### src/rtl/lsfc_pkg.sv
// Shared types and constants of the LED strobe and flasher controller.
package lsfc_pkg;

	// Button and timer events carried by one input beat.
	typedef enum logic [2:0] {
		OP_ENTER              = 3'd0,
		OP_CLICK              = 3'd1,
		OP_DOUBLE_CLICK       = 3'd2,
		OP_HOLD_TICK          = 3'd3,
		OP_HOLD_RELEASE       = 3'd4,
		OP_CLICK_HOLD_TICK    = 3'd5,
		OP_CLICK_HOLD_RELEASE = 3'd6,
		OP_MS_TICK            = 3'd7
	} opcode_t;

	// Configuration register indexes.
	localparam logic [1:0] REG_STROBE_LEVEL    = 2'd0;
	localparam logic [1:0] REG_BURST_CAP       = 2'd1;
	localparam logic [1:0] REG_MAX_FLASH_LEVEL = 2'd2;

	localparam logic [7:0] STROBE_LEVEL_RST    = 8'd150;
	localparam logic [7:0] BURST_CAP_RST       = 8'd150;
	localparam logic [6:0] MAX_FLASH_LEVEL_RST = 7'd120;

	localparam int unsigned NUM_MODES = 2;
	localparam logic [7:0] DEFAULT_DELAY       = 8'd67;
	localparam logic [7:0] DEFAULT_FLASH_LEVEL = 8'd60;

	localparam logic [7:0] DELAY_MIN      = 8'd8;
	localparam logic [7:0] DELAY_MAX      = 8'd254;
	localparam logic [7:0] DELAY_SLOW_MAX = 8'd255;
	localparam logic [7:0] BRIGHT_MIN     = 8'd2;

	// Pattern phases: tactical 0 on, 1 off; flasher 0..7 burst/base, 8 long hold.
	localparam logic [3:0] TAC_LAST   = 4'd1;
	localparam logic [3:0] FLASH_LAST = 4'd8;
	localparam logic [9:0] BURST_MS   = 10'd5;
	localparam logic [9:0] GAP_MS     = 10'd65;
	localparam logic [9:0] HOLD_MS    = 10'd720;

	typedef struct packed {
		logic [7:0] strobe_level;
		logic [7:0] burst_cap;
		logic [6:0] max_flash_level;
	} cfg_t;

	typedef struct packed {
		logic [3:0] phase;
		logic [9:0] ms_left;
	} pat_t;

	typedef struct packed {
		logic [7:0] light_level;
		logic       go_off;
		logic       save_settings;
		logic       handled;
	} result_t;

endpackage

### src/rtl/lsfc_pattern.sv
// Millisecond pattern sequencer: phase load, level selection and countdown.
module lsfc_pattern import lsfc_pkg::*; (
	input  logic       flasher,
	input  logic [7:0] delay,
	input  logic [7:0] bright,
	input  cfg_t       cfg,
	input  pat_t       cur,
	output pat_t       nxt,
	output logic [7:0] level
);

	function automatic logic [9:0] phase_len(input logic f, input logic [3:0] ph,
			input logic [7:0] dly);
		logic [9:0] len;
		if (!f) begin
			len = (ph == 4'd0) ? {3'b000, dly[7:1]} : {2'b00, dly};
		end else if (ph >= FLASH_LAST) begin
			len = HOLD_MS;
		end else begin
			len = ph[0] ? GAP_MS : BURST_MS;
		end
		return len;
	endfunction

	function automatic logic [3:0] next_phase(input logic [3:0] ph, input logic [3:0] lst);
		return (ph >= lst) ? 4'd0 : ph + 4'd1;
	endfunction

	logic [3:0] last;
	logic [3:0] ph0, ph1;
	logic [9:0] left0, left1, len0;
	logic [8:0] burst;

	always_comb begin
		last = flasher ? FLASH_LAST : TAC_LAST;
		if (cur.phase > last) begin
			ph0   = 4'd0;
			left0 = 10'd0;
		end else begin
			ph0   = cur.phase;
			left0 = cur.ms_left;
		end
		len0  = phase_len(flasher, ph0, delay);
		ph1   = ph0;
		left1 = left0;
		// An empty phase is skipped. Only a short tactical on phase can be empty,
		// and the off phase after it is then never empty.
		if (left0 == 10'd0) begin
			left1 = len0;
			if (len0 == 10'd0) begin
				ph1   = next_phase(ph0, last);
				left1 = phase_len(flasher, ph1, delay);
			end
		end

		burst = {bright, 1'b0};
		if (!flasher) begin
			level = (ph1 == 4'd0) ? cfg.strobe_level : 8'd0;
		end else if (ph1 >= FLASH_LAST || ph1[0]) begin
			level = bright;
		end else if (burst > {1'b0, cfg.burst_cap}) begin
			level = cfg.burst_cap;
		end else begin
			level = burst[7:0];
		end

		if (left1 != 10'd0) begin
			nxt.ms_left = left1 - 10'd1;
			nxt.phase   = (left1 == 10'd1) ? next_phase(ph1, last) : ph1;
		end else begin
			nxt.ms_left = 10'd0;
			nxt.phase   = ph1;
		end
	end

endmodule

### src/rtl/lsfc_ctrl.sv
// Controller state and event decode: mode, ramp direction, delay and brightness.
module lsfc_ctrl import lsfc_pkg::*; (
	input  logic    clk,
	input  logic    arst_n,
	input  logic    step,
	input  opcode_t op,
	input  logic    even,
	input  cfg_t    cfg,
	output result_t res
);

	logic       mode_q, mode_d;
	logic       ramp_up_q, ramp_up_d;
	logic [7:0] delay_q, delay_d;
	logic [7:0] bright_q, bright_d;
	pat_t       pat_q, pat_d;

	pat_t       pat_tick;
	logic [7:0] tick_level;

	logic signed [9:0] d_sum;
	logic signed [9:0] b_sum;

	lsfc_pattern u_pattern (
		.flasher (mode_q),
		.delay   (delay_q),
		.bright  (bright_q),
		.cfg     (cfg),
		.cur     (pat_q),
		.nxt     (pat_tick),
		.level   (tick_level)
	);

	always_comb begin
		mode_d    = mode_q;
		ramp_up_d = ramp_up_q;
		delay_d   = delay_q;
		bright_d  = bright_q;
		pat_d     = pat_q;
		res       = '0;
		res.handled = 1'b1;

		// Ramp faster means a shorter delay; ramp brighter means a higher level.
		d_sum = $signed({2'b00, delay_q}) + (ramp_up_q ? -10'sd1 : 10'sd1);
		b_sum = $signed({2'b00, bright_q}) + (ramp_up_q ? 10'sd1 : -10'sd1);

		case (op)
			OP_ENTER: begin
				ramp_up_d = 1'b1;
				pat_d     = '0;
			end
			OP_CLICK: begin
				res.go_off = 1'b1;
			end
			OP_DOUBLE_CLICK: begin
				mode_d            = (NUM_MODES > 1) ? ~mode_q : 1'b0;
				res.save_settings = 1'b1;
				pat_d             = '0;
			end
			OP_HOLD_TICK: begin
				if (!mode_q) begin
					if (even) begin
						if (d_sum < $signed({2'b00, DELAY_MIN})) begin
							delay_d = DELAY_MIN;
						end else if (d_sum > $signed({2'b00, DELAY_MAX})) begin
							delay_d = DELAY_MAX;
						end else begin
							delay_d = d_sum[7:0];
						end
					end
				end else begin
					if (b_sum < $signed({2'b00, BRIGHT_MIN})) begin
						bright_d = BRIGHT_MIN;
					end else if (b_sum > $signed({3'b000, cfg.max_flash_level})) begin
						bright_d = {1'b0, cfg.max_flash_level};
					end else begin
						bright_d = b_sum[7:0];
					end
					res.light_level = bright_d;
				end
			end
			OP_HOLD_RELEASE: begin
				ramp_up_d         = ~ramp_up_q;
				res.save_settings = 1'b1;
			end
			OP_CLICK_HOLD_TICK: begin
				ramp_up_d = 1'b1;
				if (!mode_q) begin
					if (even && delay_q < DELAY_SLOW_MAX) begin
						delay_d = delay_q + 8'd1;
					end
				end else begin
					if (bright_q > BRIGHT_MIN) begin
						bright_d = bright_q - 8'd1;
					end
					res.light_level = bright_d;
				end
			end
			OP_CLICK_HOLD_RELEASE: begin
				res.save_settings = 1'b1;
			end
			OP_MS_TICK: begin
				res.handled     = 1'b0;
				res.light_level = tick_level;
				pat_d           = pat_tick;
			end
			default: begin
				res.handled = 1'b0;
			end
		endcase
	end

	always_ff @(posedge clk or negedge arst_n) begin
		if (!arst_n) begin
			mode_q    <= 1'b0;
			ramp_up_q <= 1'b1;
			delay_q   <= DEFAULT_DELAY;
			bright_q  <= DEFAULT_FLASH_LEVEL;
			pat_q     <= '0;
		end else if (step) begin
			mode_q    <= mode_d;
			ramp_up_q <= ramp_up_d;
			delay_q   <= delay_d;
			bright_q  <= bright_d;
			pat_q     <= pat_d;
		end
	end

`ifndef SYNTH
	// The delay ramp and the slow-down step never leave the delay below its floor.
	a_delay_floor: assert property (@(posedge clk) disable iff (!arst_n)
		delay_q >= DELAY_MIN)
		else $error("strobe delay below floor");

	// A mode change restarts the pattern, so tactical mode never sees a flasher phase.
	a_tac_phase: assert property (@(posedge clk) disable iff (!arst_n)
		!mode_q |-> pat_q.phase <= TAC_LAST)
		else $error("tactical phase out of range");

	a_ms_left: assert property (@(posedge clk) disable iff (!arst_n)
		pat_q.ms_left <= HOLD_MS && pat_q.phase <= FLASH_LAST)
		else $error("pattern counter out of range");
`endif

endmodule

### src/rtl/led_strobe_flasher_controller_top.sv
// Top level of the LED strobe and flasher controller: input and result stages.
//
//  Channel   Signals                                         Beat accepted when
//  --------  ----------------------------------------------  ------------------------
//  input     in_valid, in_ready, opcode, hold_count           in_valid && in_ready
//  result    out_valid, out_ready, light_level, go_off,       out_valid && out_ready
//            save_settings, handled
//  config    cfg_we, cfg_index, cfg_wdata                     cfg_we
//
// One input beat can be taken every cycle while out_ready is high; each beat yields
// exactly one result beat. The event is registered in the input stage on acceptance,
// and its result is registered in the result stage when the input stage advances.
// The whole event update is one pass through the controller logic between the input
// and result registers, so throughput is one beat per cycle while out_ready is high.
// Reset (arst_n low) empties both stages and restores the configuration and
// controller state to their defaults. When out_ready is low, the result stage
// holds; the input stage keeps taking a beat until it too is full.
module led_strobe_flasher_controller_top import lsfc_pkg::*; (
	input  logic        clk,
	input  logic        arst_n,

	input  logic        in_valid,
	output logic        in_ready,
	input  logic [2:0]  opcode,
	input  logic [15:0] hold_count,

	output logic        out_valid,
	input  logic        out_ready,
	output logic [7:0]  light_level,
	output logic        go_off,
	output logic        save_settings,
	output logic        handled,

	input  logic        cfg_we,
	input  logic [1:0]  cfg_index,
	input  logic [7:0]  cfg_wdata
);

	// Configuration registers.
	cfg_t cfg_q;

	always_ff @(posedge clk or negedge arst_n) begin
		if (!arst_n) begin
			cfg_q.strobe_level    <= STROBE_LEVEL_RST;
			cfg_q.burst_cap       <= BURST_CAP_RST;
			cfg_q.max_flash_level <= MAX_FLASH_LEVEL_RST;
		end else if (cfg_we) begin
			case (cfg_index)
				REG_STROBE_LEVEL:    cfg_q.strobe_level    <= cfg_wdata;
				REG_BURST_CAP:       cfg_q.burst_cap       <= cfg_wdata;
				REG_MAX_FLASH_LEVEL: cfg_q.max_flash_level <= cfg_wdata[6:0];
				default: begin
					// Writes past the last register are dropped.
				end
			endcase
		end
	end

	// Input stage: holds the event and the parity of the hold count, which is
	// all the controller needs of it.
	logic    valid_s1;
	opcode_t op_s1;
	logic    even_s1;

	// Result stage.
	logic    valid_s2;
	result_t res_s2;
	result_t res_d;

	// The input stage moves on whenever the result stage is empty or drains.
	logic adv;

	assign adv      = valid_s1 && (!valid_s2 || out_ready);
	assign in_ready = !valid_s1 || adv;

	always_ff @(posedge clk or negedge arst_n) begin
		if (!arst_n) begin
			valid_s1 <= 1'b0;
		end else if (in_valid && in_ready) begin
			valid_s1 <= 1'b1;
		end else if (adv) begin
			valid_s1 <= 1'b0;
		end
	end

	always_ff @(posedge clk) begin
		if (in_valid && in_ready) begin
			op_s1   <= opcode_t'(opcode);
			even_s1 <= ~hold_count[0];
		end
	end

	// The controller commits its state update in the same cycle the result
	// is captured, so every event is applied exactly once.
	lsfc_ctrl u_ctrl (
		.clk    (clk),
		.arst_n (arst_n),
		.step   (adv),
		.op     (op_s1),
		.even   (even_s1),
		.cfg    (cfg_q),
		.res    (res_d)
	);

	always_ff @(posedge clk or negedge arst_n) begin
		if (!arst_n) begin
			valid_s2 <= 1'b0;
		end else if (adv) begin
			valid_s2 <= 1'b1;
		end else if (out_ready) begin
			valid_s2 <= 1'b0;
		end
	end

	always_ff @(posedge clk) begin
		if (adv) begin
			res_s2 <= res_d;
		end
	end

	assign out_valid     = valid_s2;
	assign light_level   = res_s2.light_level;
	assign go_off        = res_s2.go_off;
	assign save_settings = res_s2.save_settings;
	assign handled       = res_s2.handled;

`ifndef SYNTH
	// An event that leaves the input stage always lands in the result stage.
	a_adv_result: assert property (@(posedge clk) disable iff (!arst_n)
		adv |=> valid_s2)
		else $error("advanced event did not reach result stage");

	// A millisecond tick is never consumed and never requests off or a save.
	a_tick_flags: assert property (@(posedge clk) disable iff (!arst_n)
		valid_s2 && !res_s2.handled |-> !res_s2.go_off && !res_s2.save_settings)
		else $error("unhandled tick carries a request");

	// A waiting result beat keeps its payload until it is taken.
	a_out_hold: assert property (@(posedge clk) disable iff (!arst_n)
		out_valid && !out_ready |=> out_valid && $stable(res_s2))
		else $error("waiting result beat changed");
`endif

endmodule
### config.mk
export PLATFORM = sky130hd
export DESIGN_NAME = led_strobe_flasher_controller_top
export DESIGN_NICKNAME = d
export VERILOG_FILES = /design/src/rtl/lsfc_pkg.sv /design/src/rtl/lsfc_pattern.sv /design/src/rtl/lsfc_ctrl.sv /design/src/rtl/led_strobe_flasher_controller_top.sv
export SDC_FILE = /design/constraint.sdc
export NUM_CORES = 1
export LEC_CHECK = 0
export ABC_AREA = 1
export BUFFER_PORTS_ARGS = -buffer_cell sky130_fd_sc_hd__buf_2
export CORE_UTILIZATION = 55
export DETAILED_ROUTE_END_ITERATION = 6
export GPL_TIMING_DRIVEN = 0
export PLACE_DENSITY = 0.7
export SETUP_SLACK_MARGIN = 0.2
export SLEW_MARGIN = 20
export SYNTH_ARGS = -nofsm -noshare
export SYNTH_HDL_FRONTEND = slang
export SYNTH_SLANG_ARGS = --single-unit
### constraint.sdc
create_clock -name clk -period 11.3 [get_ports clk]
set_clock_uncertainty 0.1 [all_clocks]
set_input_delay 1.695 -clock clk [delete_from_list [all_inputs] [get_ports clk]]
set_output_delay 1.695 -clock clk [all_outputs]
set_load 0.01 [all_outputs]
# Word level (Yosys, flattened, before mapping)
# Index checks and enable logic that the tools add are counted.
# totals
regBits,72
in_bits,34
word_cells,138
# op_classes
add_sub_neg,7
order_cmp,13
eq_ne,16
muxes,50
bitwise,3
n_reduce_logical,32
# ops
operator,count
two-way mux 8 bit,19
two-way mux 10 bit,9
case mux 8 bit (2 select lines),2
two-way mux 4 bit,7
case mux 14 bit (2 select lines),1
case mux 8 bit (3 select lines),1
adder 9 x 10 -> 10 bit,2
zero test 10 bit,2
two-way mux 14 bit,1
two-way mux 7 bit,2
"== test 3 bit, second input constant",4
">= comparator 4 bit, second input constant",3
zero test 4 bit,3
AND reduction 2 bit,6
"== test 10 x 1 -> 1 bit, second input constant",1
> comparator 10 x 8 -> 1 bit,1
"> comparator 10 x 9 -> 1 bit, second input constant",1
"less-than comparator 10 x 3 -> 1 bit, second input constant",1
"less-than comparator 10 x 5 -> 1 bit, second input constant",1
nonzero test 10 bit,1
nonzero test 2 bit,5
"subtractor 10 x 1 -> 10 bit, second input constant",1
> comparator 9 x 8 -> 1 bit,1
"adder 4 x 1 -> 4 bit, second input constant",2
24 further kinds,44

# Depth between registers and ports, before layout
# depth
ltp_word,14
mapped_depth,35
ltp_nobuf,33

# Cells and area by module
# From an unflattened synthesis, not the netlist that was laid out.
# hier_totals
cells_unflattened,960
hier_area_um2,6540.0
# modules_own_cells
mod,instances,cells_per_inst,area_each_um2,seq_area_each_um2
lsfc_ctrl,1,503,3280.6,810.8
lsfc_pattern,1,327,1744.2,0.0
led_strobe_flasher_controller_top,1,130,1515.2,1091.0

# Least setup slack after synthesis
# No wires, ideal clock.
# synth_path
path_kind,reg2reg
from,register u_ctrl.mode_q
to,register u_ctrl.pat_q[3] (netlist name)
setup_ns,0.124
arrival_ns,4.105
slack_ns,6.971
path_stages_with_launch,35
n_path_buf,3
synth_period_minus_slack_ns,4.329
cell_sequence,dfrtp_1 inv_1 clkbuf_1 clkbuf_1 ha_1 inv_1 nand2_1 nand2_2 nand2_4 nand2_2 buf_6 nor2_2 inv_1 ha_1 nand2_1 inv_2 nand2_4 nand2_1 nand3_1 nand2_2 nor2_2 and3_1 nand2_1 nand2_1 a21oi_2 ha_1 nand2_2 inv_2 nand2_2 nor3_4 inv_2 nand2_4 inv_2 nand3_1 o21ai_1
# synth_between
elab_chain_cells,13
elab_cells_between_ends,27
classes_between,add/sub (2); order compare (4); mux (16); reduce/logical (5)
# synth_rtl
item,line,text
"start, declared",lsfc_ctrl.sv:12,"logic mode_q, mode_d;"
"start signal, assigned",lsfc_ctrl.sv:121,mode_q <= mode_d;
two-way mux 4 bit *,lsfc_pattern.sv:35,last = flasher ? FLASH_LAST : TAC_LAST;
net u_ctrl.u_pattern.last[0],lsfc_pattern.sv:29,logic [3:0] last;
> comparator 4 bit,lsfc_pattern.sv:36,if (cur.phase > last) begin
two-way mux 4 bit,lsfc_pattern.sv:36,
adder 4 x 1 -> 4 bit / >= comparator 4 bit (equally long branches),lsfc_pattern.sv:26,return (ph >= lst) ? 4'd0 : ph + 4'd1;
two-way mux 4 bit,lsfc_pattern.sv:26,
">= comparator 4 bit, or another cell as far along",lsfc_pattern.sv:17,end else if (ph >= FLASH_LAST) begin
two-way mux 10 bit / two-way mux 8 bit (equally long branches),"lsfc_pattern.sv:17, lsfc_pattern.sv:16",
two-way mux 10 bit,lsfc_pattern.sv:15,if (!f) begin
two-way mux 10 bit,lsfc_pattern.sv:50,if (len0 == 10'd0) begin
two-way mux 10 bit *,lsfc_pattern.sv:48,if (left0 == 10'd0) begin
subtractor 10 x 1 -> 10 bit / nonzero test 10 bit (equally long branches),"lsfc_pattern.sv:68, lsfc_pattern.sv:67",
two-way mux 14 bit *,lsfc_pattern.sv:67,if (left1 != 10'd0) begin
case mux 14 bit (2 select lines) *,lsfc_ctrl.sv:47,case (op)
"end signal, assigned",lsfc_ctrl.sv:125,pat_q <= pat_d;
"end, declared",lsfc_ctrl.sv:16,"pat_t pat_q, pat_d;"
# Mark *: on every way through the listed nets, which the timed path passes. The rest lies on a longest branch.
# A chain may end at the register's enable or synchronous reset.

# Worst setup path after layout
# layout_path
from,register u_ctrl.mode_q
to,register u_ctrl.pat_q[13] (netlist name)
# layout_between
elab_chain_cells,14
elab_cells_between_ends,33
classes_between,add/sub (2); order compare (5); eq/ne (1); mux (20); reduce/logical (5)
# layout_rtl
item,line,text
two-way mux 4 bit *,lsfc_pattern.sv:35,
net u_ctrl.u_pattern.last[0],lsfc_pattern.sv:29,
> comparator 4 bit,lsfc_pattern.sv:36,
two-way mux 4 bit,lsfc_pattern.sv:36,
"adder 4 x 1 -> 4 bit, or another cell as far along",lsfc_pattern.sv:26,
"two-way mux 4 bit, or another cell as far along",lsfc_pattern.sv:26,
">= comparator 4 bit, or another cell as far along",lsfc_pattern.sv:17,
"two-way mux 10 bit, or another cell as far along",lsfc_pattern.sv:17,
two-way mux 10 bit / two-way mux 4 bit (equally long branches),"lsfc_pattern.sv:15, lsfc_pattern.sv:50",
two-way mux 10 bit / two-way mux 4 bit (equally long branches),"lsfc_pattern.sv:50, lsfc_pattern.sv:48",
"two-way mux 10 bit, or another cell as far along",lsfc_pattern.sv:48,
== test 10 x 1 -> 1 bit / two-way mux 4 bit (equally long branches),"lsfc_pattern.sv:69, lsfc_pattern.sv:26",
two-way mux 4 bit,lsfc_pattern.sv:69,"nxt.phase = (left1 == 10'd1) ? next_phase(ph1, last) : ph1;"
two-way mux 14 bit *,lsfc_pattern.sv:67,
case mux 14 bit (2 select lines) *,lsfc_ctrl.sv:47,
# Marks and branches as above.

==> results.yml <==
outcome:
  outcome: "finished clean"
setup_path:
  start_kind: "flip-flop"
  cp_slowest_stage_delay_ps: 520
  path_max_fanout: 14
  path_class: "reg -> reg"
  r2r_setup_slack_ps: 6040
  endpoint_kind: "flip-flop"
  slowest_stage: "clkbuf_1"
  crit_path_frequent_cell: "nand2_1"
  worstPathRequired_ps: 11490
  crit_arrival_ps: 5450
global_routing:
  grt_pass1_wl_mm: 26.6
  grt_overflow: 0
  grtUsageTotal: 0.289
  grt_max_degree: 58
  grt_pass1_vias: 5745
  antenna_found_initial: 0
clock_network:
  clock_path_buffers: 2
  clkTransAtPathRegs_ps: 70
  tritoncts: "built"
  post_cts.resized_instances: 0
  clockRootBuffer: "clkbuf_16"
  cts_buffers: 9
  cts_hold_buf: 0
  cts_sinks: 72
  htreeDepth: 3
  clkLatencyLatePin_ps: 350
  post-cts-setup-buffers: 0
final_layout:
  final_cell_mix: "nand2_1, inv_1, nand3_1, nor2_1, o21ai_0"
  drive_above_1_share: 0.139
  fill_cells: 1000
  area_growth_syn_to_layout_pct: 10.0
  final_nets: 1032
  antenna_cells: 0
  fin_area_sq_um: 6980
  layout_commonest_cell: "nand2_1"
yosys:
  synth-edff-count: 15
  synth_top_family_by_area: "simple AND/OR/NAND/NOR gates"
  synthArstFlopShare: 0.792
  synth_cell_types: 53
  netlist_area_sq_um: 6350
  dominantRegCellSynth: "dfrtp_1"
  synth-xor-area-share: 0.0290
  synth.avg_cell_area_sq_um: 6.99
  synth_nets: 990
  yosys.area_share.simple: 0.352
  yosysSeqAreaShare: 0.300
  synthAdderAreaFrac: 0.0970
  synth_warnings: 0
  ys_ff_latch: 72
  syn_inst: 908
  synth_mux_area_frac: 0
  synth_compound_area_frac: 0.123
timing:
  rsz0062_at_grt: "no"
  hold_viol_final: 0
  setup_violations: 0
  fin_tns_setup_ps: 0
  tightest_slew_ps: 960
  fin_crit_ps: 5260
  max_freq_mhz: 190
  period_share: 0.465
  slew_headroom: 0.353
  slew_violations: 0
worst_hold_path:
  hold_class: "reg -> reg"
routing:
  antenna_left: 0
  wl_met1_mm: 7.18
  drt-total-wl_mm: 16.4
  dr_wl_met3_microns: 723
  initialDrtViolationCount: 542
  highest-signal-layer: "met4"
  wl_per_cell_microns: 15.0
  viasPerCell: 5.59
  drc: 0
  first_pass_iters: 5
  vias: 6123
  wl_met2_mm: 8.17
placed_design:
  globalplace.congestion: 0.958
  hpwl_mm: 12.7
  postPlaceCellArea_sq_um: 6680
  numPortBuffers: 31
power:
  switchingPower_mw: 1.29
  p_per_area_nw_per_um2: 340
  internal_power_mw: 1.09
  leakage_nw: 3.57
  seqPwrFrac: 0.188
  peakVddDrop_v: 0.000205
  comb_power_share: 0.688
  p_clk_frac: 0.125
  swShare: 0.541
flow_run:
  drv_cap: 0
die:
  rows: 38
  core_area_sq_um: 11000
  dieHeight_microns: 109
  start_util: 0.576
  die-area_sq_um: 12000
  die_x_microns: 109
  ios: 47
-- routing by layer --
metal	up-vias	track usage
met3	28	0.0415
li1	3080	-
met1	2858	0.353
met5	-	0
met4	0	0.109
met2	157	0.514
-- critical path, delay by kind of cell, from the launching register on --
kind            cells  cell delay (ps)
flops               1              470
simple gates       21             2240
buf+inv             7             1550
fa+ha+maj           3              670
compound gates      1              140
-- state kept, by name (all words and copies together), names as in the netlist --
register,cells
u_ctrl.mode_q,1
out_valid,1
handled,1
light_level,8
u_ctrl.ramp_up_q,1
go_off,1
even_s1,1
u_ctrl.bright_q,8
u_ctrl.pat_q,14
save_settings,1
op_s1,3
valid_s1,1
cfg_q,23
u_ctrl.delay_q,8
-- cells by family after synthesis --
| group | count (synthesis) |
|---|---|
| buf+inv | 161 |
| compound gates | 134 |
| simple gates | 472 |
| xor+xnor | 21 |
| fa+ha+maj | 48 |
| flops | 72 |
-- cell usage after synthesis, types with 9 or more instances --
cell type	number	share of area
nand2_1	222	0.13
inv_1	133	0.079
nand3_1	97	0.076
nor2_1	69	0.041
o21ai_0	61	0.048
ha_1	46	0.091
dfrtp_1	37	0.15
a21oi_1	29	0.023
nand4_1	23	0.023
dfstp_2	20	0.083
xor2_1	16	0.022
edfxtp_1	15	0.071
clkbuf_1	11	0.0065
inv_2	11	0.0065
nand2_2	9	0.0089
nor2_2	9	0.0089
nor3_1	9	0.0071
-- path summary, 6_finish.rpt --
check / to / from / depth (start not counted)
max: u_ctrl.pat_q[13] / u_ctrl.mode_q / 32
min: cfg_q[12] / cfg_q[12] / 2
max reg2reg: u_ctrl.pat_q[13] / u_ctrl.mode_q / 32
min reg2reg: cfg_q[12] / cfg_q[12] / 2
max in group asynchronous: cfg_q[7] / arst_n / 1
min in group asynchronous: u_ctrl.delay_q[2] / arst_n / 1
-- final cells by class --
class | count | area, sq um | share of cell area
repair buffers | 31 | 158 | 0.0226
clock inverters | 7 | 77.6 | 0.0111
well taps | 140 | 175 | 0.0251
plain buffers | 16 | 87.6 | 0.0125
inverters | 145 | 547 | 0.0783
multi-input cells | 675 | 3810 | 0.546
flip-flops and latches | 72 | 1900 | 0.272
clock buffers | 9 | 225 | 0.0322
-- stage by stage --
stage	power, mW	hold WS, ps	std cells	setup slack [ps]	utilization
after detailed placement	2.06	373	1079	6070	0.606
final	2.38	388	1095	6040	0.633
after CTS	2.37	389	1095	6040	0.633
after global placement	2.02	371	1079	6140	0.605
after global routing	2.62	413	1095	5460	0.633
after floorplan	1.72	353	908	6970	-
-- power by group through the flow --
stage               combinational (mW)  sequential, mW  clock, mW
floorplan                         1.31           0.414          0
detailed placement                1.62           0.449          0
global route                      1.85           0.454      0.310
CTS                               1.63           0.445      0.299
global placement                  1.58           0.447          0
finish                            1.63           0.446      0.296
Note: power is estimated with default switching activity, not from simulation.
